==> config.mk <==
export PLATFORM = sky130hd
export DESIGN_NAME = gn2d_fade
export DESIGN_NICKNAME = d
export VERILOG_FILES = /design/src/sv/gn2d_fade.sv
export SDC_FILE = /design/constraint.sdc
export NUM_CORES = 2
export LEC_CHECK = 0
export BUFFER_PORTS_ARGS = -buffer_cell sky130_fd_sc_hd__buf_4
export CAP_MARGIN = 40
export CORE_UTILIZATION = 55
export CTS_CLUSTER_DIAMETER = 30
export DETAILED_ROUTE_END_ITERATION = 16
export PLACE_DENSITY = 0.71
export SETUP_SLACK_MARGIN = 0.05
export SKIP_CTS_REPAIR_TIMING = 1
export SLEW_MARGIN = 20
export SYNTH_ARGS = -nofsm -noshare
export SYNTH_HDL_FRONTEND = slang
export SYNTH_SLANG_ARGS = --single-unit
==> constraint.sdc <==
create_clock -name clk_i -period 11.6 [get_ports clk_i]
set_clock_uncertainty 0.2 [all_clocks]
set_input_delay 1.74 -clock clk_i [delete_from_list [all_inputs] [get_ports clk_i]]
set_output_delay 1.74 -clock clk_i [all_outputs]
set_load 0.05 [all_outputs]
==> src/sv/gn2d_fade.sv <==
// three-stage quintic fade curve 6t^5 - 15t^4 + 10t^3 on a fraction
module gn2d_fade #(
  parameter int FRAC_BITS = 16
) (
  input  logic                 clk_i,
  input  logic [2:0]           load_i,
  input  logic [FRAC_BITS-1:0] t_i,
  output logic [FRAC_BITS:0]   w_o
);

  localparam int LinW = FRAC_BITS + 5;
  localparam longint Scale = 64'sd1 <<< FRAC_BITS;
  localparam logic signed [LinW-1:0] FifteenS = LinW'(15 * Scale);
  localparam logic signed [LinW-1:0] TenS     = LinW'(10 * Scale);

  // stage a: t^2 and (6t - 15) * t
  logic        [2*FRAC_BITS-1:0] sq;
  logic signed [LinW-1:0]        t_s;
  logic signed [LinW-1:0]        lin;
  logic signed [2*FRAC_BITS+5:0] lin_prod;
  logic        [FRAC_BITS-1:0]   t2_q, t_a_q;
  logic signed [LinW-1:0]        pl_q;

  assign sq       = t_i * t_i;
  assign t_s      = $signed({5'b0, t_i});
  assign lin      = (t_s <<< 2) + (t_s <<< 1) - FifteenS;
  assign lin_prod = lin * $signed({1'b0, t_i});

  always_ff @(posedge clk_i) begin
    if (load_i[0]) begin
      t2_q  <= sq[2*FRAC_BITS-1:FRAC_BITS];
      t_a_q <= t_i;
      pl_q  <= lin_prod[2*FRAC_BITS+4:FRAC_BITS];
    end
  end

  // stage b: t^3 and the inner polynomial
  logic [2*FRAC_BITS-1:0] cube;
  logic signed [LinW-1:0] u_sum;
  logic [FRAC_BITS-1:0]   t3_q;
  logic [FRAC_BITS+3:0]   u_q;

  assign cube  = t2_q * t_a_q;
  assign u_sum = pl_q + TenS;

  always_ff @(posedge clk_i) begin
    if (load_i[1]) begin
      t3_q <= cube[2*FRAC_BITS-1:FRAC_BITS];
      u_q  <= u_sum[FRAC_BITS+3:0];
    end
  end

  // stage c: weight, never above 1.0
  logic [2*FRAC_BITS+3:0] wprod;

  assign wprod = t3_q * u_q;

  always_ff @(posedge clk_i) begin
    if (load_i[2]) begin
      w_o <= wprod[2*FRAC_BITS:FRAC_BITS];
    end
  end

endmodule

# Word level (Yosys, flattened, before mapping)
# Index checks and enable logic that the tools add are counted.
dict set report totals {
  ff_bits 105
  input_bits 20
  output_inout_bits 17
  elab_cells 13
}
dict set report classes {
  addsub 3
  n_mul 4
}
# op n
set op_table {}
lappend op_table {{16-bit by 16-bit multiplier with 32-bit output} 2}
lappend op_table {{21-bit by 17-bit multiplier with 36-bit output} 1}
lappend op_table {{16-bit by 20-bit multiplier with 33-bit output} 1}
lappend op_table {{19-bit by 20-bit subtractor with 21-bit output (second input constant)} 1}
lappend op_table {{20-bit adder (second input constant)} 1}
lappend op_table {{18-bit by 17-bit adder with 19-bit output} 1}

# Depth between registers and ports, before layout
dict set report depth {
  depth_word 3
  depth_mapped 37
  mapped_depth_nobuf 36
}

# Least setup slack after synthesis
# OpenSTA, ideal clock, no wires.
dict set report synth_timing {
  path_kind {input to register}
  from {in t_i[1]}
  to {reg pl_q[18], data pin}
  setup_ps 258
  arrival_time_ps 9385
  required_time_ps 11142
  slack_ps 1757
  stages 35
  path_buffers 1
  path_cell_list {clkbuf_1 > inv_1 > ha_1 > inv_1 > ha_1 > ha_1 > a21oi_1 > o2111a_1 > o31a_4 > o21ai_2 > a31o_4 > a21o_1 > a21oi_2 > xnor2_2 > and2_2 > fa_1 > inv_1 > fa_1 > fa_1 > inv_1 > fa_1 > fa_1 > inv_1 > fa_1 > inv_1 > ha_1 > nand4_1 > nor2_1 > a221oi_1 > a21oi_1 > o41a_1 > a41oi_1 > nand2b_1 > a21oi_1 > xnor2_1}
}
dict set report synth_via {
  elab_chain_cells 3
}
# item line_no
set synth_rtl {}
lappend synth_rtl {{start, declared} 7} ;# input logic [FRAC_BITS-1:0] t_i,
lappend synth_rtl {{18-bit by 17-bit adder with 19-bit output} 26} ;# assign lin = (t_s <<< 2) + (t_s <<< 1) - FifteenS;
lappend synth_rtl {{19-bit by 20-bit subtractor with 21-bit output} 26}
lappend synth_rtl {{21-bit by 17-bit multiplier with 36-bit output (*)} 27} ;# assign lin_prod = lin * $signed({1'b0, t_i});
lappend synth_rtl {{via lin_prod[34]} 20} ;# logic signed [2*FRAC_BITS+5:0] lin_prod;
lappend synth_rtl {{end signal, assigned} 33} ;# pl_q <= lin_prod[2*FRAC_BITS+4:FRAC_BITS];
lappend synth_rtl {{end, declared} 22} ;# logic signed [LinW-1:0] pl_q;
# Mark *: on every way through the listed nets, which the timed path passes. The rest lies on a longest branch.
# A chain may end at the register's enable or synchronous reset.

# Worst setup path in the final report
dict set report layout_timing {
  from {in t_i[4]}
  to {reg pl_q[18], data pin}
}
# The elaborated chain is that of the path after synthesis.

==> impl_metrics.json <==
{
  "status": "complete, no violations",
  "fin_nets": 5414,
  "dpl.hpwl_um": 72000,
  "grt_start_max_net_pins": 53,
  "relSlewSlack_pct": 38.8,
  "htreeDepth": 3,
  "core_area_sq_um": 70100,
  "hold_viol": 0,
  "final.setup.tns_ns": 0,
  "synth_nets": 5474,
  "synth_area_leader_cell": "fa_1",
  "cts_tree": "built",
  "yosys_warnings": 0,
  "start_util_pct": 55.7,
  "finalCriticalPeriod_ns": 10.27,
  "yosys_register_bits": 105,
  "setup_viol": 0,
  "die_y_um": 268,
  "rsz0062_at_grt": "no",
  "die_w_um": 268,
  "ant_nets": 0,
  "grt_use_total_pct": 27.7,
  "cts_made_buffers": 9,
  "avgViaCountPerCell": 5.36,
  "synth_top_cell_area_share_pct": 45.7,
  "synth_edf_count": 105,
  "min_to": "u_q[0]",
  "cts_sinks": 105,
  "slowest_delay_ns": 0.53,
  "syn_area_per_cell_sq_um": 9.45,
  "io_pins": 37,
  "drtIter0Drc": 1638,
  "port_buffers": 36,
  "cpMostUsedCell": "fa_1",
  "dieArea_sq_um": 72100,
  "r2r-end": "w_o[16]",
  "clk_pin_slew_ns": 0.09,
  "synth-seq-area-share_pct": 8.07,
  "drv_cap": 0,
  "num_rows": 97,
  "synth_area_leaders": "fa_1, ha_1, inv_1, edfxtp_1, and2_1",
  "area_growth_pct": 3.84,
  "fin_crit_sh_pct": 88.6,
  "ff2ff_setup_slack_ns": 3.99,
  "tightestPinTransition_ns": 0.918,
  "wl_per_cell_um": 18.4,
  "crit_path_start": "t_i[4]",
  "dr_total_vias": 26900,
  "r2r_start": "t3_q[1]",
  "synthFlopType": "edfxtp_1",
  "grt_pass1_wl_um": 153000,
  "syn_area_sq_um": 39100,
  "path_max_fanout": 27,
  "async_flop_share_pct": 0,
  "drt_first_pass_iters": 5,
  "cp_slowest_cell": "fa_1",
  "wl_um": 92400,
  "drc": 0,
  "worstSkewPairLatency_ns": 0.40,
  "synth_cell_types": 76,
  "gp_congestion": 0.899,
  "crit_type": "in2reg",
  "grt_overflow": 0,
  "hold_class": "reg2reg",
  "grt_pass1_vias": 29100,
  "drive_gt1_share_pct": 3.02,
  "slew_viol_final": 0,
  "yosysMostFrequentCell": "inv_1",
  "holdPathStages": 0,
  "syn_inst": 4133,
  "synth_common_cells": "inv_1, fa_1, nand2_1, ha_1, and2_1",
  "cp-end-kind": "flip-flop",
  "clockBufferDepth": 2,
  "arrival_ns": 10.23,
  "cts-root-buf": "clkbuf_16",
  "required_ns": 11.56,
  "antenna_found_initial": 0,
  "cp-start-kind": "primary input",
  "hold_start": "pl_q[0]",
  "clock.fmax_mhz": 97.3,
  "worst-r2r-cell-count": 22
}
## state kept, by name (all words and copies together), names as in the netlist
name,count
t_a_q,16
w_o,17
pl_q,20
u_q,20
t3_q,16
t2_q,16
## per-stage QoR
stage                     setup WS (ns)  hold WS (ns)  cell area [sq um]  utilization, %  cells
after floorplan                    1.76         0.200              39100               -   4133
after global placement             1.03         0.201              40200            57.2   4994
after detailed placement          0.823         0.210              40200            57.3   4997
after CTS                          1.23         0.218              40500            57.7   5013
after global routing              0.852         0.219              40600            57.8   5018
final                              1.33         0.217              40600            57.8   5019
## cell families after synthesis
group                      share of synthesized area (%)
AOI/OAI and AO/OA                                   3.67
adders and majority gates                           59.5
xor gates and xnor gates                            2.59
muxes                                             0.0801
and+or+nand+nor                                     14.1
buffers and inverters                               12.1
DFF                                                 8.07
## worst max-delay path: cells and delay by family
| family | cells | cell delay [ns] |
|---|---|---|
| adder cells (fa/ha/maj) | 8 | 3.66 |
| AO/OA/AOI/OAI | 7 | 1.98 |
| buffers and inverters | 6 | 0.68 |
| AND/OR/NAND/NOR | 10 | 2.09 |
| XOR/XNOR | 1 | 0.07 |
## worst max path at each step
stage                     to  slack [ns]  depth (start not counted)
floorplan           pl_q[18]        1.76                         35
global placement    pl_q[18]        1.03                         33
detailed placement  pl_q[18]        0.82                         33
CTS                 pl_q[18]        1.23                         33
global route        pl_q[18]        0.85                         32
finish              pl_q[18]        1.33                         32
## metal layers
metal | vias up | routed length (um) | track usage [%]
met5 | - | 0 | 0
met4 | 0 | 3100 | 9.58
met3 | 154 | 6900 | 3.74
met2 | 1037 | 44000 | 45.8
met1 | 13700 | 38400 | 37.7
li1 | 12000 | - | -
## cell type report
cell class	count	area, sq um
Sequential cell	105	3150
Multi-Input combinational cell	2780	31200
Inverter	1105	4150
Antenna cell	1	2.50
Fill cell	6222	29600
Clock inverter	7	71.3
Clock buffer	9	225
Timing Repair Buffer	72	586
Tap cell	940	1180
## placed cells by master, fill, tap and decap left out, drive strengths merged, types with 33 or more instances in the layout
cell	count
a21o	35
and2	371
o21ai	33
xor2	49
nand2	566
fa	892
inv	1106
edfxtp	105
nor2	87
xnor2	64
ha	429
buf	72
a21oi	59
Power is left out: the tool's default activity adds up to more than one toggle a clock period on the data nets, which glitch-free logic cannot reach.
