File: src/sv/gn2d_pkg.sv
// shared widths, output limits and pipeline stage vector for the gradient noise unit
package gn2d_pkg;

  // coordinate and result field widths
  localparam int COORD_W = 32;
  localparam int NOISE_W = 20;

  // saturation limits of the result
  localparam int NOISE_MAX = 524287;
  localparam int NOISE_MIN = -524288;

  // register stages from input to output
  localparam int NUM_STAGES = 8;

  typedef logic [NUM_STAGES-1:0] stage_vec_t;

endpackage

File: src/sv/gn2d_lerp.sv
// dot product delay line, two-level interpolation and output saturation
module gn2d_lerp import gn2d_pkg::*; #(
  parameter int FRAC_BITS = 16
) (
  input  logic                        clk_i,
  input  stage_vec_t                  load_i,
  input  logic signed [FRAC_BITS+2:0] dot_i [4],
  input  logic        [FRAC_BITS:0]   wx_i,
  input  logic        [FRAC_BITS:0]   wy_i,
  output logic signed [NOISE_W-1:0]   noise_value_o
);

  localparam int DotW  = FRAC_BITS + 3;
  localparam int DiffW = FRAC_BITS + 4;
  localparam int ProdW = DiffW + FRAC_BITS + 2;

  // stages 1..3: dot products wait for the fade weights
  logic signed [DotW-1:0] dot_q [3][4];

  always_ff @(posedge clk_i) begin
    for (int s = 0; s < 3; s++) begin
      if (load_i[s+1]) begin
        for (int c = 0; c < 4; c++) begin
          dot_q[s][c] <= (s == 0) ? dot_i[c] : dot_q[(s == 0) ? 0 : s-1][c];
        end
      end
    end
  end

  // stage 4: scaled differences along x
  logic signed [DiffW-1:0] dx0, dx1;
  logic signed [ProdW-1:0] px0, px1;
  logic signed [DiffW-1:0] p0_q, p1_q;
  logic signed [DotW-1:0]  a0_q, a1_q;
  logic        [FRAC_BITS:0] wy4_q, wy5_q;

  assign dx0 = DiffW'(dot_q[2][1]) - DiffW'(dot_q[2][0]);
  assign dx1 = DiffW'(dot_q[2][3]) - DiffW'(dot_q[2][2]);
  assign px0 = dx0 * $signed({1'b0, wx_i});
  assign px1 = dx1 * $signed({1'b0, wx_i});

  always_ff @(posedge clk_i) begin
    if (load_i[4]) begin
      p0_q  <= px0[FRAC_BITS+DiffW-1:FRAC_BITS];
      p1_q  <= px1[FRAC_BITS+DiffW-1:FRAC_BITS];
      a0_q  <= dot_q[2][0];
      a1_q  <= dot_q[2][2];
      wy4_q <= wy_i;
    end
  end

  // stage 5: row values
  logic signed [DiffW-1:0] r0_sum, r1_sum;
  logic signed [DotW-1:0]  row0_q, row1_q;

  assign r0_sum = DiffW'(a0_q) + p0_q;
  assign r1_sum = DiffW'(a1_q) + p1_q;

  always_ff @(posedge clk_i) begin
    if (load_i[5]) begin
      row0_q <= r0_sum[DotW-1:0];
      row1_q <= r1_sum[DotW-1:0];
      wy5_q  <= wy4_q;
    end
  end

  // stage 6: scaled difference along y
  logic signed [DiffW-1:0] dy;
  logic signed [ProdW-1:0] py;
  logic signed [DiffW-1:0] pd_q;
  logic signed [DotW-1:0]  row0_6_q;

  assign dy = DiffW'(row1_q) - DiffW'(row0_q);
  assign py = dy * $signed({1'b0, wy5_q});

  always_ff @(posedge clk_i) begin
    if (load_i[6]) begin
      pd_q     <= py[FRAC_BITS+DiffW-1:FRAC_BITS];
      row0_6_q <= row0_q;
    end
  end

  // stage 7: final sum and clamp into the result range
  logic signed [DiffW-1:0]   v;
  logic signed [31:0]        v32;
  logic signed [NOISE_W-1:0] noise_d;

  assign v   = DiffW'(row0_6_q) + pd_q;
  assign v32 = 32'(v);

  always_comb begin
    priority if (v32 > NOISE_MAX) begin
      noise_d = NOISE_W'(NOISE_MAX);
    end else if (v32 < NOISE_MIN) begin
      noise_d = NOISE_W'(NOISE_MIN);
    end else begin
      noise_d = v32[NOISE_W-1:0];
    end
  end

  always_ff @(posedge clk_i) begin
    if (load_i[7]) begin
      noise_value_o <= noise_d;
    end
  end

endmodule

File: config.mk
export PLATFORM = sky130hd
export DESIGN_NAME = gn2d_lerp
export DESIGN_NICKNAME = d
export VERILOG_FILES = /design/src/sv/gn2d_pkg.sv /design/src/sv/gn2d_lerp.sv
export SDC_FILE = /design/constraint.sdc
export NUM_CORES = 2
export LEC_CHECK = 0
export BUFFER_PORTS_ARGS = -buffer_cell sky130_fd_sc_hd__buf_4
export CORE_ASPECT_RATIO = 0.7
export CORE_MARGIN = 5
export CORE_UTILIZATION = 70
export DETAILED_ROUTE_END_ITERATION = 16
export GPL_TIMING_DRIVEN = 0
export MAX_ROUTING_LAYER = met4
export PLACE_DENSITY_LB_ADDON = 0.25
export REMOVE_ABC_BUFFERS = 1
export SYNTH_ARGS = -nofsm -noshare
export SYNTH_HDL_FRONTEND = slang
export SYNTH_SLANG_ARGS = --single-unit
File: constraint.sdc
create_clock -name clk_i -period 27 [get_ports clk_i]
set_input_delay 0 -clock clk_i [delete_from_list [all_inputs] [get_ports clk_i]]
set_output_delay 0 -clock clk_i [all_outputs]
set_load 0.01 [all_outputs]
* Word level (Yosys, flattened, before mapping)
Memories as Yosys holds them, arrays and structs flattened.
Index checks and enable logic that the tools add are counted.
** Operators by class
- $mul :: 3
- Add/subtract/negate cells :: 6
- Magnitude comparators :: 2
- Muxes and demuxes :: 7
** Operators with widths (number)
- $mul A20 B18 Y35 :: 2
- $sub A19 B19 Y20 :: 3
- $add A19 B19 Y19 :: 2
- $mul A20 B18 Y36 :: 1
- $add A19 B20 Y20 :: 1
- $gt A20 B20 Y1 const B :: 1
- $lt A20 B20 Y1 const B :: 1
- $mux W20 :: 1
- $mux W1 :: 6
** Word-level totals
- Memory bits (writable) :: 228
- Bits of input ports :: 119
- Logic and storage cells :: 30
- Memories kept :: 1
- Register bits after elaboration :: 207
** Memory list
- dot_q :: words 3, bits a word 76, rd ports 3, clocked after memory_dff 0, write ports 3, RTL line gn2d_lerp.sv:18 : logic signed [DotW-1:0] dot_q [3][4];

* Longest topological paths before layout
- Word-level depth :: 3
- Depth in mapped cells :: 38

* Worst setup path after synthesis
No wires, ideal clock.
- Path kind :: register to register
- Start point :: mem dot_q[2][38] in the netlist's numbering
- End point :: reg p0_q[18] (data pin)
- Buffers on the path :: 1
- Path slack :: 18139 ps
- Stages on the path, launching flop included :: 37
- Data arrival time :: 8594 ps
- Path through :: edfxtp_1 > inv_1 > ha_1 > inv_1 > fa_1 > a21oi_1 > o211ai_1 > o41ai_2 > o21ai_0 > o41ai_1 > o21ai_0 > a21o_1 > a21oi_1 > xnor2_1 > clkbuf_1 > nand2_1 > fa_1 > fa_1 > fa_1 > inv_1 > fa_1 > fa_1 > inv_1 > fa_1 > inv_1 > ha_1 > a21o_1 > a21o_1 > a21oi_1 > nor2_1 > a211oi_1 > o21ai_0 > a41oi_1 > o21ai_0 > a21oi_1 > xnor2_1 > xnor3_1
** RTL lines
- start: declaration :: RTL line gn2d_lerp.sv:18
- end signal: assignment :: RTL line gn2d_lerp.sv:44 : p0_q <= px0[FRAC_BITS+DiffW-1:FRAC_BITS];
- end: declaration :: RTL line gn2d_lerp.sv:33 : logic signed [DiffW-1:0] p0_q, p1_q;

==> flow_metrics.py <==
metrics = {
    "clocking": {
        "cts_buffers": 42,
        "cts_resized": 0,
        "h-tree-depth": 2,
        "insertion_delay_ns": 0.61,
        "cts_tree": "yes",
        "clock_path_buffers": 3,
        "path_clk_slew_ns": 0.07,
        "clock-sinks": 435,
        "cts-root-buf": "clkbuf_16",
    },
    "synth": {
        "ys_seq_area_share_pct": 24.9,
        "synth_most_common_cell": "inv_1",
        "netlist.area_leader.share_pct": 36.8,
        "synth_edf_count": 435,
        "async_flop_share_pct": 0,
        "ys_ff_latch": 435,
        "yosys-top-cells-count": "inv_1 (1212), fa_1 (965), nand2_1 (581)",
        "yosysWarnings": 0,
        "syn_area_per_cell_sq_um": 10.5,
        "postSynthCellCount": 4979,
        "ys_top_cells_by_area": "fa_1 (37%), edfxtp_1 (25%), ha_1 (8.8%)",
        "yosys_most_used_dff": "edfxtp_1",
        "netlist_area_sq_um": 52400,
        "synth.distinct_cells": 69,
        "yosys.area.top_type": "fa_1",
    },
    "placement": {
        "place_area_sq_um": 54700,
        "hpwl_microns": 92200,
        "place_congestion": 0.919,
        "numPortBuffers": 137,
    },
    "cells_and_area": {
        "syn_to_final_growth_pct": 8.87,
        "finalInstanceArea_sq_um": 57100,
        "drive_gt1_share_pct": 5.80,
        "seqCellArea_sq_um": 13100,
        "multi_input_area_sq_um": 34500,
        "nFillCells": 4789,
        "nNetsFinal": 6558,
    },
    "floorplanning": {
        "start_util_pct": 70.2,
        "dieArea_sq_um": 80600,
        "rows": 84,
        "die_x_microns": 337,
        "core_area_sq_um": 74700,
        "fp.dieH_microns": 239,
        "boundaryPins": 139,
    },
    "routing": {
        "vias": 34700,
        "wl_microns": 124000,
        "detail-route-antenna-nets": 0,
        "wl_met1_microns": 51200,
        "routed-wl-met3_microns": 14200,
        "maxUsedRoutingLayer": "met4",
        "drt-vias-per-instance": 5.67,
        "wl_met2_microns": 54900,
        "drcViolationCount": 0,
        "post_drt_wl_per_cell_microns": 20.2,
        "drtIter0Drc": 2977,
        "drt_first_pass_iters": 6,
    },
    "setup_path": {
        "endpoint_kind": "register",
        "max_stage_delay_ns": 0.57,
        "startpoint_type": "register",
        "critical_path_class": "reg2reg",
        "arrival_ns": 11.45,
        "worstPathRequired_ns": 27.35,
        "cp_common_cell": "fa_1",
        "crit_fanout": 17,
        "cp_slowest_cell": "fa_1",
    },
    "global_route": {
        "track_usage_pct": 33.3,
        "overflow": 0,
        "grt_pass1_vias": 37700,
        "grt_pass1_wl_microns": 201000,
        "antenna_found_initial": 2,
        "grt_max_degree": 94,
    },
    "run_status": {
        "status": "finished clean",
    },
    "sta": {
        "setup_viol": 0,
        "tightest_slew_ns": 1.45,
        "layout_min_cycle_time_ns": 11.10,
        "rsz0062_at_grt": "false",
        "fin_skew_ns": 0.0282,
        "fin_crit_sh_pct": 41.1,
        "hold_viol": 0,
        "slew_headroom_pct": 2.47,
        "maxSlewViolCount": 0,
        "tns_ns": 0,
        "clock.fmax_ghz": 0.0901,
    },
    "hold_path": {
        "hp-class": "in2reg",
    },
    "flow_run": {
        "maxCapViolations": 0,
    },
}
-- repair_timing --
| action | CTS | global route |
|---|---|---|
| hold buffers | 96 | 0 |
| hold endpoints to repair | 156 | 0 |
| buffers inserted | 0 | 0 |
-- metrics by stage --
step / instances / hold WS (ns) / util, % / setup slack, ns
6_report: 6131 / 0.0914 / 76.4 / 15.90
5_1_grt: 6131 / 0.0803 / 76.4 / 15.28
4_1_cts: 6130 / 0.0187 / 76.4 / 16.00
3_5_place_dp: 5956 / 0.179 / 73.2 / 16.11
3_3_place_gp: 5933 / 0.178 / 72.4 / 16.24
2_1_floorplan: 4807 / 0.0989 / - / 18.13
-- flip-flops by register name, indices dropped and copies added (netlist names) --
register and cells:
row1_q 19, pd_q 20, p1_q 19, p0_q 19, row0_6_q 19, wy5_q 17
wy4_q 17, noise_value_o 20, a1_q 19, a0_q 19, dot_q 228, row0_q 19
-- critical path: cells and delay by family (launching register included) --
kind / cells / cell delay [ns]
fa+ha+maj: 9 / 4.07
simple gates: 2 / 0.28
xor+xnor: 3 / 0.94
buf+inv: 4 / 0.22
compound gates: 16 / 4.72
flops: 1 / 0.56
-- layout make-up --
type / instances / area share, %
Antenna cell: 1 / 0.00438
Clock buffer: 46 / 1.87
Clock inverter: 32 / 0.657
Inverter: 1212 / 7.97
Multi-Input combinational cell: 3160 / 60.5
Sequential cell: 435 / 22.9
Tap cell: 989 / 2.17
Timing Repair Buffer: 256 / 4.00
-- final timing paths --
kind,endpoint,cells past startpoint,start,slack (ns)
max reg2reg,p0_q[18],34,dot_q[2][57],15.90
max,p0_q[18],34,dot_q[2][57],15.90
min,p1_q[18],3,wx_i[16],0.09
min reg2reg,dot_q[2][6],0,dot_q[1][6],0.42
-- cell usage in the layout (no fill, tap or decap), types with 35 or more instances in the layout --
| master | synthesis | routed |
|---|---|---|
| inv_1 | 1212 | 1212 |
| fa_1 | 965 | 965 |
| nand2_1 | 581 | 581 |
| edfxtp_1 | 435 | 435 |
| and2_1 | 403 | 403 |
| ha_1 | 367 | 367 |
| buf_4 | 0 | 137 |
| xnor2_1 | 148 | 115 |
| nor2_1 | 115 | 113 |
| dlygate4sd3_1 | 0 | 96 |
| a21oi_1 | 97 | 94 |
| nor2b_1 | 62 | 62 |
| o21ai_0 | 58 | 58 |
| clkbuf_16 | 0 | 42 |
| a21o_1 | 36 | 36 |
| nor3_1 | 38 | 36 |
| xor2_1 | 43 | 36 |
| o21a_1 | 35 | 35 |
-- cells by family (layout without fill, tap and decap cells) --
| family | count (synthesis) | after routing | synth area share, % |
|---|---|---|---|
| compound gates | 323 | 323 | 4.02 |
| xor+xnor | 192 | 192 | 3.23 |
| fa+ha+maj | 1337 | 1337 | 45.7 |
| buf+inv | 1384 | 1546 | 9.91 |
| flops | 435 | 435 | 24.9 |
| mux | 1 | 1 | 0.0191 |
| other cells | 0 | 1 | 0 |
| simple gates | 1307 | 1307 | 12.2 |
-- layer usage --
metal | global-route usage (%) | vias to the layer above
met3 | 7.60 | 261
met2 | 49.0 | 1845
met5 | - | -
met4 | 8.77 | 0
li1 | - | 15300
met1 | 47.8 | 17300
Power is left out: the tool's default activity adds up to more than one toggle a clock period on the data nets, which glitch-free logic cannot reach.
