<file path="config.mk">
export PLATFORM = sky130hd
export DESIGN_NAME = gn2d_prep
export DESIGN_NICKNAME = d
export VERILOG_FILES = /design/src/sv/gn2d_pkg.sv /design/src/sv/gn2d_prep.sv
export SDC_FILE = /design/constraint.sdc
export NUM_CORES = 1
export LEC_CHECK = 0
export BUFFER_PORTS_ARGS = -buffer_cell sky130_fd_sc_hd__buf_2
export CAP_MARGIN = 20
export CORE_MARGIN = 1.5
export CORE_UTILIZATION = 48
export CTS_BUF_LIST = sky130_fd_sc_hd__clkbuf_4
export CTS_CLUSTER_DIAMETER = 30
export DETAILED_ROUTE_END_ITERATION = 8
export PLACE_DENSITY = 0.82
export SYNTH_ARGS = -nofsm -noshare
export SYNTH_HDL_FRONTEND = slang
export SYNTH_SLANG_ARGS = --single-unit
</file>
<file path="constraint.sdc">
create_clock -name clk_i -period 7.4 [get_ports clk_i]
set_clock_uncertainty 0.05 [all_clocks]
set_input_delay 1.48 -clock clk_i [delete_from_list [all_inputs] [get_ports clk_i]]
set_output_delay 1.48 -clock clk_i [all_outputs]
set_load 0.01 [all_outputs]
</file>
<file path="src/sv/gn2d_pkg.sv">
// shared widths, output limits and pipeline stage vector for the gradient noise unit
package gn2d_pkg;

  // coordinate and result field widths
  localparam int COORD_W = 32;
  localparam int NOISE_W = 20;

  // saturation limits of the result
  localparam int NOISE_MAX = 524287;
  localparam int NOISE_MIN = -524288;

  // register stages from input to output
  localparam int NUM_STAGES = 8;

  typedef logic [NUM_STAGES-1:0] stage_vec_t;

endpackage

</file>
<file path="src/sv/gn2d_prep.sv">
// stage 0: cell fraction, corner gradient selection and corner dot products
module gn2d_prep import gn2d_pkg::*; #(
  parameter int INT_BITS  = 16,
  parameter int FRAC_BITS = 16
) (
  input  logic                       clk_i,
  input  logic                       load_i,
  input  logic signed [COORD_W-1:0]  x_coord_i,
  input  logic signed [COORD_W-1:0]  y_coord_i,
  output logic        [FRAC_BITS-1:0] frac_x_o,
  output logic        [FRAC_BITS-1:0] frac_y_o,
  output logic signed [FRAC_BITS+2:0] dot_o [4]
);

  localparam int CoordBits = INT_BITS + FRAC_BITS;
  localparam int DotW      = FRAC_BITS + 3;
  localparam int HashXMul  = 1619;
  localparam int HashYMul  = 31337;
  // only the low three hash bits pick a gradient, so the multipliers reduce mod 8
  localparam logic [2:0] HashXMod = 3'(HashXMul);
  localparam logic [2:0] HashYMod = 3'(HashYMul);

  typedef enum logic [1:0] {
    GC_ZERO = 2'b00,
    GC_POS  = 2'b01,
    GC_NEG  = 2'b11
  } gcomp_e;

  localparam gcomp_e GradX [8] = '{GC_POS, GC_NEG, GC_ZERO, GC_ZERO,
                                   GC_POS, GC_NEG, GC_POS,  GC_NEG};
  localparam gcomp_e GradY [8] = '{GC_ZERO, GC_ZERO, GC_POS, GC_NEG,
                                   GC_POS,  GC_POS,  GC_NEG, GC_NEG};

  function automatic logic [2:0] grad_index(logic [2:0] cx, logic [2:0] cy);
    return cx * HashXMod + cy * HashYMod;
  endfunction

  function automatic logic signed [DotW-1:0] grad_term(gcomp_e c,
                                                        logic signed [FRAC_BITS:0] d);
    logic signed [DotW-1:0] de;
    logic signed [DotW-1:0] res;
    de = DotW'(d);
    unique case (c)
      GC_POS:  res = de;
      GC_NEG:  res = -de;
      GC_ZERO: res = '0;
      default: res = '0;
    endcase
    return res;
  endfunction

  logic [63:0]            x_ext, y_ext;
  logic [CoordBits-1:0]   x_raw, y_raw;
  logic [FRAC_BITS-1:0]   fx, fy;
  logic [2:0]             cx0, cy0, cx1, cy1;
  logic signed [FRAC_BITS:0] dx0, dx1, dy0, dy1;
  logic [2:0]             g [4];
  logic signed [DotW-1:0] dot_d [4];

  // bits above the field width read as zero
  assign x_ext = {32'b0, x_coord_i};
  assign y_ext = {32'b0, y_coord_i};
  assign x_raw = x_ext[CoordBits-1:0];
  assign y_raw = y_ext[CoordBits-1:0];

  assign fx = x_raw[FRAC_BITS-1:0];
  assign fy = y_raw[FRAC_BITS-1:0];

  // low bits of the floored cell index, far corner wraps
  assign cx0 = x_raw[FRAC_BITS+2:FRAC_BITS];
  assign cy0 = y_raw[FRAC_BITS+2:FRAC_BITS];
  assign cx1 = cx0 + 3'd1;
  assign cy1 = cy0 + 3'd1;

  // offsets t and t - 1.0
  assign dx0 = $signed({1'b0, fx});
  assign dx1 = $signed({1'b1, fx});
  assign dy0 = $signed({1'b0, fy});
  assign dy1 = $signed({1'b1, fy});

  assign g[0] = grad_index(cx0, cy0);
  assign g[1] = grad_index(cx1, cy0);
  assign g[2] = grad_index(cx0, cy1);
  assign g[3] = grad_index(cx1, cy1);

  assign dot_d[0] = grad_term(GradX[g[0]], dx0) + grad_term(GradY[g[0]], dy0);
  assign dot_d[1] = grad_term(GradX[g[1]], dx1) + grad_term(GradY[g[1]], dy0);
  assign dot_d[2] = grad_term(GradX[g[2]], dx0) + grad_term(GradY[g[2]], dy1);
  assign dot_d[3] = grad_term(GradX[g[3]], dx1) + grad_term(GradY[g[3]], dy1);

  always_ff @(posedge clk_i) begin
    if (load_i) begin
      frac_x_o <= fx;
      frac_y_o <= fy;
      for (int c = 0; c < 4; c++) begin
        dot_o[c] <= dot_d[c];
      end
    end
  end

endmodule

</file>
# After elaboration in Yosys (flattened, before gate mapping)
# Memories as Yosys holds them, arrays and structs flattened.
# Index checks and enable logic that the tools add are counted.
# word_totals
mem_bits_ro,128
memories,8
output_inout_bits,108
register_bits,108
# classes
n_mux,24
order_cmp,4
n_bitwise,4
multipliers,2
add_sub_neg,14
eq_ne,16
# memory_table
name,depth,word_bits,read_ports,rd_clocked_by_memory_dff,wr,line_no,rtl
(name not given),8,2,1,0,0,gn2d_prep.sv:89,"assign dot_d[3] = grad_term(GradX[g[3]], dx1) + grad_term(GradY[g[3]], dy1);"
(name not given),8,2,1,0,0,gn2d_prep.sv:89,
(name not given),8,2,1,0,0,gn2d_prep.sv:88,"assign dot_d[2] = grad_term(GradX[g[2]], dx0) + grad_term(GradY[g[2]], dy1);"
(name not given),8,2,1,0,0,gn2d_prep.sv:88,
(name not given),8,2,1,0,0,gn2d_prep.sv:87,"assign dot_d[1] = grad_term(GradX[g[1]], dx1) + grad_term(GradY[g[1]], dy0);"
(name not given),8,2,1,0,0,gn2d_prep.sv:87,
+2 memories,n/a,n/a,n/a,n/a,n/a,n/a,
# ops
op,n
one-hot mux 19 bit (2 select lines),8
adder 19 bit,4
negation 16 -> 19 bit,2
negation 17 -> 19 bit,2
two-way mux 2 bit,16
equality test 2 x 1 -> 1 bit (second input constant),8
equality test 2 bit (second input constant),8
>= comparator 4 bit (second input constant),4
NOT 3 -> 4 bit,4
adder 3 bit,4
adder 3 x 1 -> 3 bit (second input constant),2
multiplier 3 x 2 -> 3 bit (second input constant),2

# Logic depth before layout (Yosys ltp)
# Gate-level depths: netlist of the first run.
# logic_depth
ltp_word,10
ltp_mapped,19
depth_no_buf,17

# Least setup slack after synthesis of the first run
# No wires, ideal clock.
# synth_timing
kind,input to register
startpoint,in x_coord_i[16]
endpoint,"reg dot_o[69] in the netlist's numbering, data pin"
t_required_ps,7080
setup_time_ps,270
arrival_time_ps,5357
path_stages,16
setup_slack_ps,1723
cell_sequence,inv_1 ha_1 fa_1 xnor2_1 xnor3_2 nor2_2 clkbuf_1 nor2_1 ha_1 fa_1 a21o_1 a41oi_1 nand3_1 a211oi_1 nor3_1 or3b_2
# synth_lines
element,line_no,rtl
start: declaration,gn2d_prep.sv:8,"input logic signed [COORD_W-1:0] x_coord_i,"
end signal: indexed assignment,gn2d_prep.sv:96,dot_o[c] <= dot_d[c];
end: declaration,gn2d_prep.sv:12,output logic signed [FRAC_BITS+2:0] dot_o [4]

==> flow_metrics.tcl, run 1 <==
set metrics [dict create \
    cts_root_buf "clkbuf_4" \
    yosys_warnings 0 \
    dp_slack_ns 1.025 \
    max-slew-margin-rel 0.4934 \
    grt_pass1_vias 7506 \
    core_um2 19460 \
    ctsHoldBuffers 0 \
    worst_pin_slew_ns 0.7541 \
    synth_compound_area_frac 0.1675 \
    netlist_instances 1063 \
    yosysMostFrequentCell "nor2_1" \
    vdd_drop_max_mv 0.2226 \
    antenna_found_initial 4 \
    netlist_top_cells_count "nor2_1 (170), edfxtp_1 (108), ha_1 (82), a21oi_1 (74), nand2_1 (71)" \
    cts_num_sinks 108 \
    cp_data_required_time_ns 7.61 \
    finalSetupViolations 0 \
    critical_path.max_fanout 7 \
    detailedPlacementHpwl_mm 18.72 \
    start_kind "input pin" \
    syn_to_final_growth_pct 11.00 \
    worst-path-stages 18 \
    placedCellCount 1438 \
    die-width_um 144.1 \
    period_needed_ns 5.905 \
    synthSimpleGateAreaFrac 0.1986 \
    final_cells 1456 \
    cts_tree "yes" \
    setup_ws_ns 1.495 \
    final_antenna_net_count 0 \
    dieArea_um2 20760 \
    yosys.area.top_type_share 0.3394 \
    rsz0062_at_grt "no" \
    power_density_nw_per_um2 389.9 \
    ys_ff_latch 108 \
    drive_gt1_frac 0.1634 \
    place_area_um2 10480 \
    async_flop_share 0 \
    via_per_inst 5.679 \
    crit_family "compound AO/OA/AOI/OAI gates" \
    grt_max_degree 60 \
    synthTopCellsByArea "edfxtp_1 (34%), ha_1 (11%), nor2_1 (6.7%)" \
    fin_util 0.5450 \
    numPortBuffers 147 \
    drt_wl_total_mm 24.19 \
    rows 51 \
    synth_edf_count 108 \
    post-route-drc-count 0 \
    crit_chain "buf_2, inv_1, ha_1, xnor2_1, fa_1, xnor3_1, xnor3_1, a21oi_1, nor2_1, a21oi_1, nor2_1, ha_1, a211o_1, o2111ai_1, nand3_1, a211oi_1, o21ai_0, xor2_1" \
    grt_pass1_wl_mm 37.82 \
    synthMuxAreaShare 0.01480 \
    cts_buffer_depth 2 \
    critical-path-max-stage-delay_ns 0.51 \
    critPathKind "in2reg" \
    synth.cell_area_um2 9555 \
    drv_cap 0 \
    outcome "finished clean" \
    htreeDepth 3 \
    fin_setup_tns_ns 0 \
    clk_pin_slew_worst_paths_ns 0.16 \
    fmax_mhz 169.4 \
    drt_iter0_markers 734 \
    nFillCells 1717 \
    cts_setup_buffers 0 \
    post_cts_resize_count 0 \
    gp_congestion 0.9210 \
    die_h_um 144.1 \
    synth.yosys.seq_area_share 0.3394 \
    synth_ff_type "edfxtp_1" \
    avgSynthCellArea_um2 8.989 \
    pin_count 174 \
    drt-wirelength-per-cell_um 16.61 \
    first_pass_iters 5 \
    p_leak_nw 4.651 \
    slowest_stage "a21oi_1" \
    final_cell_area_um2 10610 \
    final_nets 1339 \
    finalHoldViolCount 0 \
    min_path_cells 1 \
    grt_use_total 0.2351 \
    synth_nets 1218 \
    grt-ovfl-total 0 \
    synth_xor_area_frac 0.1192 \
    slew_viol_final 0 \
    arrival_ns 6.11 \
    finalCritPeriodShare 0.7980 \
    start_util 0.4910 \
    numCtsBuffers 9 \
    yosys.area.top_type "edfxtp_1" \
    setup.worst_path.end_class "flip-flop" \
    ys_types 73 \
    synth_top_family_by_area "simple AND/OR/NAND/NOR gates" \
    synthAdderAreaFrac 0.1220 \
    path_buf_inv 2 \
    vias 8269 \
    hold_class "in2reg" \
]
logic make-up after synthesis:
family          count (synthesis)
simple gates                  394
compound gates                249
xor+xnor                      121
flops                         108
fa+ha+maj                      89
buf+inv                        88
mux                            14
final timing paths:
kind,startpoint,slack (ns),endpoint
hold / removal,x_coord_i[0],1.14,frac_x_o[0]
setup / recovery,x_coord_i[16],1.50,dot_o[17]
cell usage in the layout, fill, tap and decap left out, types with 4 or more instances in the layout:
cell | synthesis | layout
a211o_1 | 4 | 4
a211oi_1 | 13 | 13
a21o_1 | 21 | 21
a21oi_1 | 74 | 74
a221oi_1 | 4 | 4
a31oi_1 | 7 | 7
and2_1 | 11 | 11
and2b_1 | 5 | 5
and4_1 | 5 | 5
buf_2 | 14 | 146
buf_4 | 1 | 9
clkbuf_4 | 0 | 10
diode_2 | 0 | 4
edfxtp_1 | 108 | 108
fa_1 | 7 | 7
ha_1 | 82 | 82
inv_1 | 43 | 43
mux2i_1 | 13 | 13
nand2_1 | 71 | 71
nand2b_1 | 12 | 12
nand3_1 | 18 | 18
nand4_1 | 10 | 10
nor2_1 | 170 | 170
nor2b_1 | 13 | 13
nor3_1 | 26 | 26
nor3b_1 | 5 | 5
nor4_1 | 5 | 5
o2111ai_1 | 4 | 4
o211ai_1 | 8 | 8
o21a_1 | 16 | 16
o21ai_0 | 57 | 57
o21bai_1 | 10 | 10
o31a_1 | 4 | 4
o31ai_1 | 6 | 6
or2_2 | 6 | 6
or3_1 | 19 | 19
xnor2_1 | 70 | 70
xor2_1 | 45 | 45
power by group:
group | internal (mW) | total, mW | switching [mW]
registers | 1.05 | 1.10 | 0.0521
clock network | 0.101 | 0.289 | 0.188
logic | 1.12 | 2.75 | 1.62
flip-flops by register name (all words and copies together), names as in the netlist:
register / count
dot_o: 76
frac_x_o: 16
frac_y_o: 16
per-stage QoR:
stage | power, mW | hold slack (ns)
after floorplan | 3.123 | 1.529
after global placement | 3.763 | 1.659
after detailed placement | 3.808 | 1.661
after CTS | 4.126 | 1.103
after global routing | 4.496 | 1.118
final | 4.135 | 1.137
cell type report:
type,instances,area (µm²),area share
Tap cell,265,331.6,0.03126
Antenna cell,4,10.01,0.0009437
Timing Repair Buffer,155,798.3,0.07526
Clock inverter,4,42.54,0.004011
Inverter,43,161.4,0.01522
Clock buffer,10,75.07,0.007078
Multi-Input combinational cell,867,5944,0.5605
Sequential cell,108,3243,0.3058
routing by layer:
layer | GRT usage | vias to the layer above | part of all wire
met5 | 0 | - | 0
met4 | 0.09345 | 0 | 0.028
met3 | 0.04106 | 48 | 0.069
met2 | 0.3740 | 317 | 0.45
met1 | 0.3178 | 3844 | 0.45
li1 | - | 4060 | -
Note: power is estimated with default switching activity, not from simulation.
==> run 2, diff against run 1 <==
--- a/config.mk
+++ b/config.mk
@@ -5,6 +5,7 @@
 export SDC_FILE = /design/constraint.sdc
 export NUM_CORES = 1
 export LEC_CHECK = 0
+export ABC_AREA = 1
 export BUFFER_PORTS_ARGS = -buffer_cell sky130_fd_sc_hd__buf_2
 export CAP_MARGIN = 20
 export CORE_MARGIN = 1.5
@@ -12,7 +13,7 @@
 export CTS_BUF_LIST = sky130_fd_sc_hd__clkbuf_4
 export CTS_CLUSTER_DIAMETER = 30
 export DETAILED_ROUTE_END_ITERATION = 8
-export PLACE_DENSITY = 0.82
+export PLACE_DENSITY = 0.85
 export SYNTH_ARGS = -nofsm -noshare
 export SYNTH_HDL_FRONTEND = slang
 export SYNTH_SLANG_ARGS = --single-unit
==> constraint.sdc (replaced) <==
create_clock -name clk_i -period 5 [get_ports clk_i]
set_clock_uncertainty 0.05 [all_clocks]
set_input_delay 1 -clock clk_i [delete_from_list [all_inputs] [get_ports clk_i]]
set_output_delay 1 -clock clk_i [all_outputs]
set_load 0.01 [all_outputs]
==> flow_metrics.tcl, run 2 <==
set metrics [dict create \
    outcome "finished clean" \
    drt_iter0_markers 935 \
    drt-wirelength-per-cell_um 17.80 \
    nFillCells 1841 \
    synth.cell_area_um2 9595 \
    finalHoldViolCount 0 \
    rows 51 \
    detailedPlacementHpwl_mm 24.64 \
    grt_use_total 0.2996 \
    syn_to_final_growth_pct 17.84 \
    vdd_drop_max_mv 0.1919 \
    core_um2 19530 \
    numPortBuffers 147 \
    cts_num_sinks 108 \
    hold_end "frac_x_o[3]" \
    ys_types 40 \
    finalCritPeriodShare 0.9082 \
    worst_pin_slew_ns 0.7807 \
    grt_max_degree 44 \
    drive_gt1_frac 0.1791 \
    cts_setup_buffers 0 \
    die-width_um 144.4 \
    max-slew-margin-rel 0.4777 \
    gp_congestion 1.053 \
    crit_path_frequent_cell "nand3_1" \
    pin_count 174 \
    die_h_um 144.4 \
    final_cell_area_um2 11310 \
    layout_commonest_cell "nand2_1" \
    netlist_instances 1252 \
    slew_viol_final 0 \
    async_flop_share 0 \
    yosys.area.top_type_share 0.3380 \
    critical-path-max-stage-delay_ns 0.45 \
    first_pass_iters 6 \
    min_path_cells 1 \
    finalSetupViolations 0 \
    ctsHoldBuffers 0 \
    synth_edf_count 108 \
    drt_wl_total_mm 31.08 \
    largest_reg_flops 76 \
    reg_top3 "dot_o: 76 flops, frac_x_o: 16 flops, frac_y_o: 16 flops" \
    drv_cap 0 \
    cts_tree "yes" \
    netlist_top_cells_count "nand2_1 (299), inv_1 (155), edfxtp_1 (108), nand3_1 (93), nor2_1 (90)" \
    synth_nets 1407 \
    synth_ff_type "edfxtp_1" \
    numCtsBuffers 9 \
    final_nets 1630 \
    period_needed_ns 4.541 \
    power_density_nw_per_um2 486.5 \
    yosysMostFrequentCell "nand2_1" \
    critPathKind "in2reg" \
    min_from "x_coord_i[3]" \
    finalPower_mw 5.501 \
    avgSynthCellArea_um2 7.664 \
    dieArea_um2 20850 \
    placedCellCount 1729 \
    place_area_um2 11190 \
    via_per_inst 5.632 \
    synthTopCellsByArea "edfxtp_1 (34%), nand2_1 (12%), ha_1 (11%)" \
    rsz0062_at_grt "no" \
    htreeDepth 3 \
    ys_ff_latch 108 \
    cp_data_required_time_ns 5.24 \
    crit_chain "buf_2, inv_1, ha_1, xnor2_1, fa_1, xnor2_1, inv_1, nand3_1, nand3_1, nand2_1, buf_4, o22ai_1, ha_1, nand2_1, nor4_1, buf_4, nand4_1, nand3_1, xor2_1" \
    hold_class "in2reg" \
    synth.yosys.seq_area_share 0.3380 \
    grt-ovfl-total 0 \
    most-common-layout-cells "nand2_1 (299), inv_1 (155), buf_2 (146)" \
    arrival_ns 4.78 \
    fin_util 0.5791 \
    largest-register "dot_o" \
    grt_pass1_vias 8893 \
    setup.worst_path.end_class "flip-flop" \
    critical_path.max_fanout 10 \
    post_cts_resize_count 0 \
    yosys_warnings 0 \
    final_cells 1746 \
    yosys.area.top_type "edfxtp_1" \
    vias 9834 \
    path_buf_inv 5 \
    grt_pass1_wl_mm 46.70 \
    fin_setup_tns_ns 0 \
    start_util 0.4914 \
    slowest_stage "fa_1" \
    antenna_found_initial 1 \
    clk_pin_slew_worst_paths_ns 0.16 \
    fmax_mhz 220.2 \
    post-route-drc-count 0 \
    crit_family "simple AND/OR/NAND/NOR gates" \
    final_antenna_net_count 0 \
    cts_root_buf "clkbuf_4" \
    start_kind "input pin" \
    cts_buffer_depth 2 \
    p_leak_nw 5.647 \
]
-- run 2: cell types whose count changed in the layout (fill, tap and decap cells not counted), sizes merged, moves of 16 or more --
| cell | change |
|---|---|
| nor2 | -82 |
| o21ai | +16 |
| inv | +117 |
| buf | +76 |
| xnor2 | -52 |
| nand3 | +75 |
| or3 | -22 |
| o22ai | +80 |
| a21o | -17 |
| xor2 | +18 |
| nand2 | +239 |
-- run 2: through the flow --
step	worst slack, ns	hold WS (ns)
2_1_floorplan	0.2035	1.049
3_3_place_gp	0.07721	1.173
3_5_place_dp	-0.001995	1.172
4_1_cts	0.5391	0.6344
5_1_grt	0.1973	0.6311
6_report	0.4589	0.6456
-- run 2: kinds of logic after synthesis --
| logic type | count (synthesis) | synth area share |
|---|---|---|
| adders and majority gates | 89 | 0.1215 |
| and+or+nand+nor | 541 | 0.2403 |
| xor gates and xnor gates | 82 | 0.07641 |
| buffers and inverters | 178 | 0.07393 |
| DFF | 108 | 0.3380 |
| AOI/OAI and AO/OA | 254 | 0.1498 |
-- run 2: where the power goes --
group          internal (mW)  total, mW  switching (mW)
clock                  0.103      0.418           0.315
combinational           1.38       3.54            2.16
sequential              1.47       1.54          0.0693
total                   2.96       5.50            2.54
-- run 2: per-layer routing --
layer,part of all wire,vias up,track usage
met5,0,-,0
met2,0.46,482,0.4898
met3,0.090,93,0.05960
met1,0.41,4479,0.3835
met4,0.039,0,0.1340
li1,-,4780,-
-- run 2: worst max path at each step --
stage	from	to	slack, ns	cells after the start
CTS	x_coord_i[16]	dot_o[52]	0.54	20
global route	x_coord_i[16]	dot_o[52]	0.20	20
finish	x_coord_i[16]	dot_o[55]	0.46	19
global placement	x_coord_i[16]	dot_o[16]	0.08	19
floorplan	x_coord_i[16]	dot_o[16]	0.20	18
detailed placement	x_coord_i[16]	dot_o[52]	-0.002	20
-- run 2: area by class of cell --
class | instances | area [µm²] | share of cell area
Timing Repair Buffer | 231 | 1369 | 0.1211
Inverter | 159 | 599.3 | 0.05300
Tap cell | 265 | 331.6 | 0.02932
Antenna cell | 1 | 2.502 | 0.0002213
Clock buffer | 9 | 67.56 | 0.005975
Clock inverter | 7 | 51.30 | 0.004537
Sequential cell | 108 | 3243 | 0.2868
Multi-Input combinational cell | 966 | 5643 | 0.4991
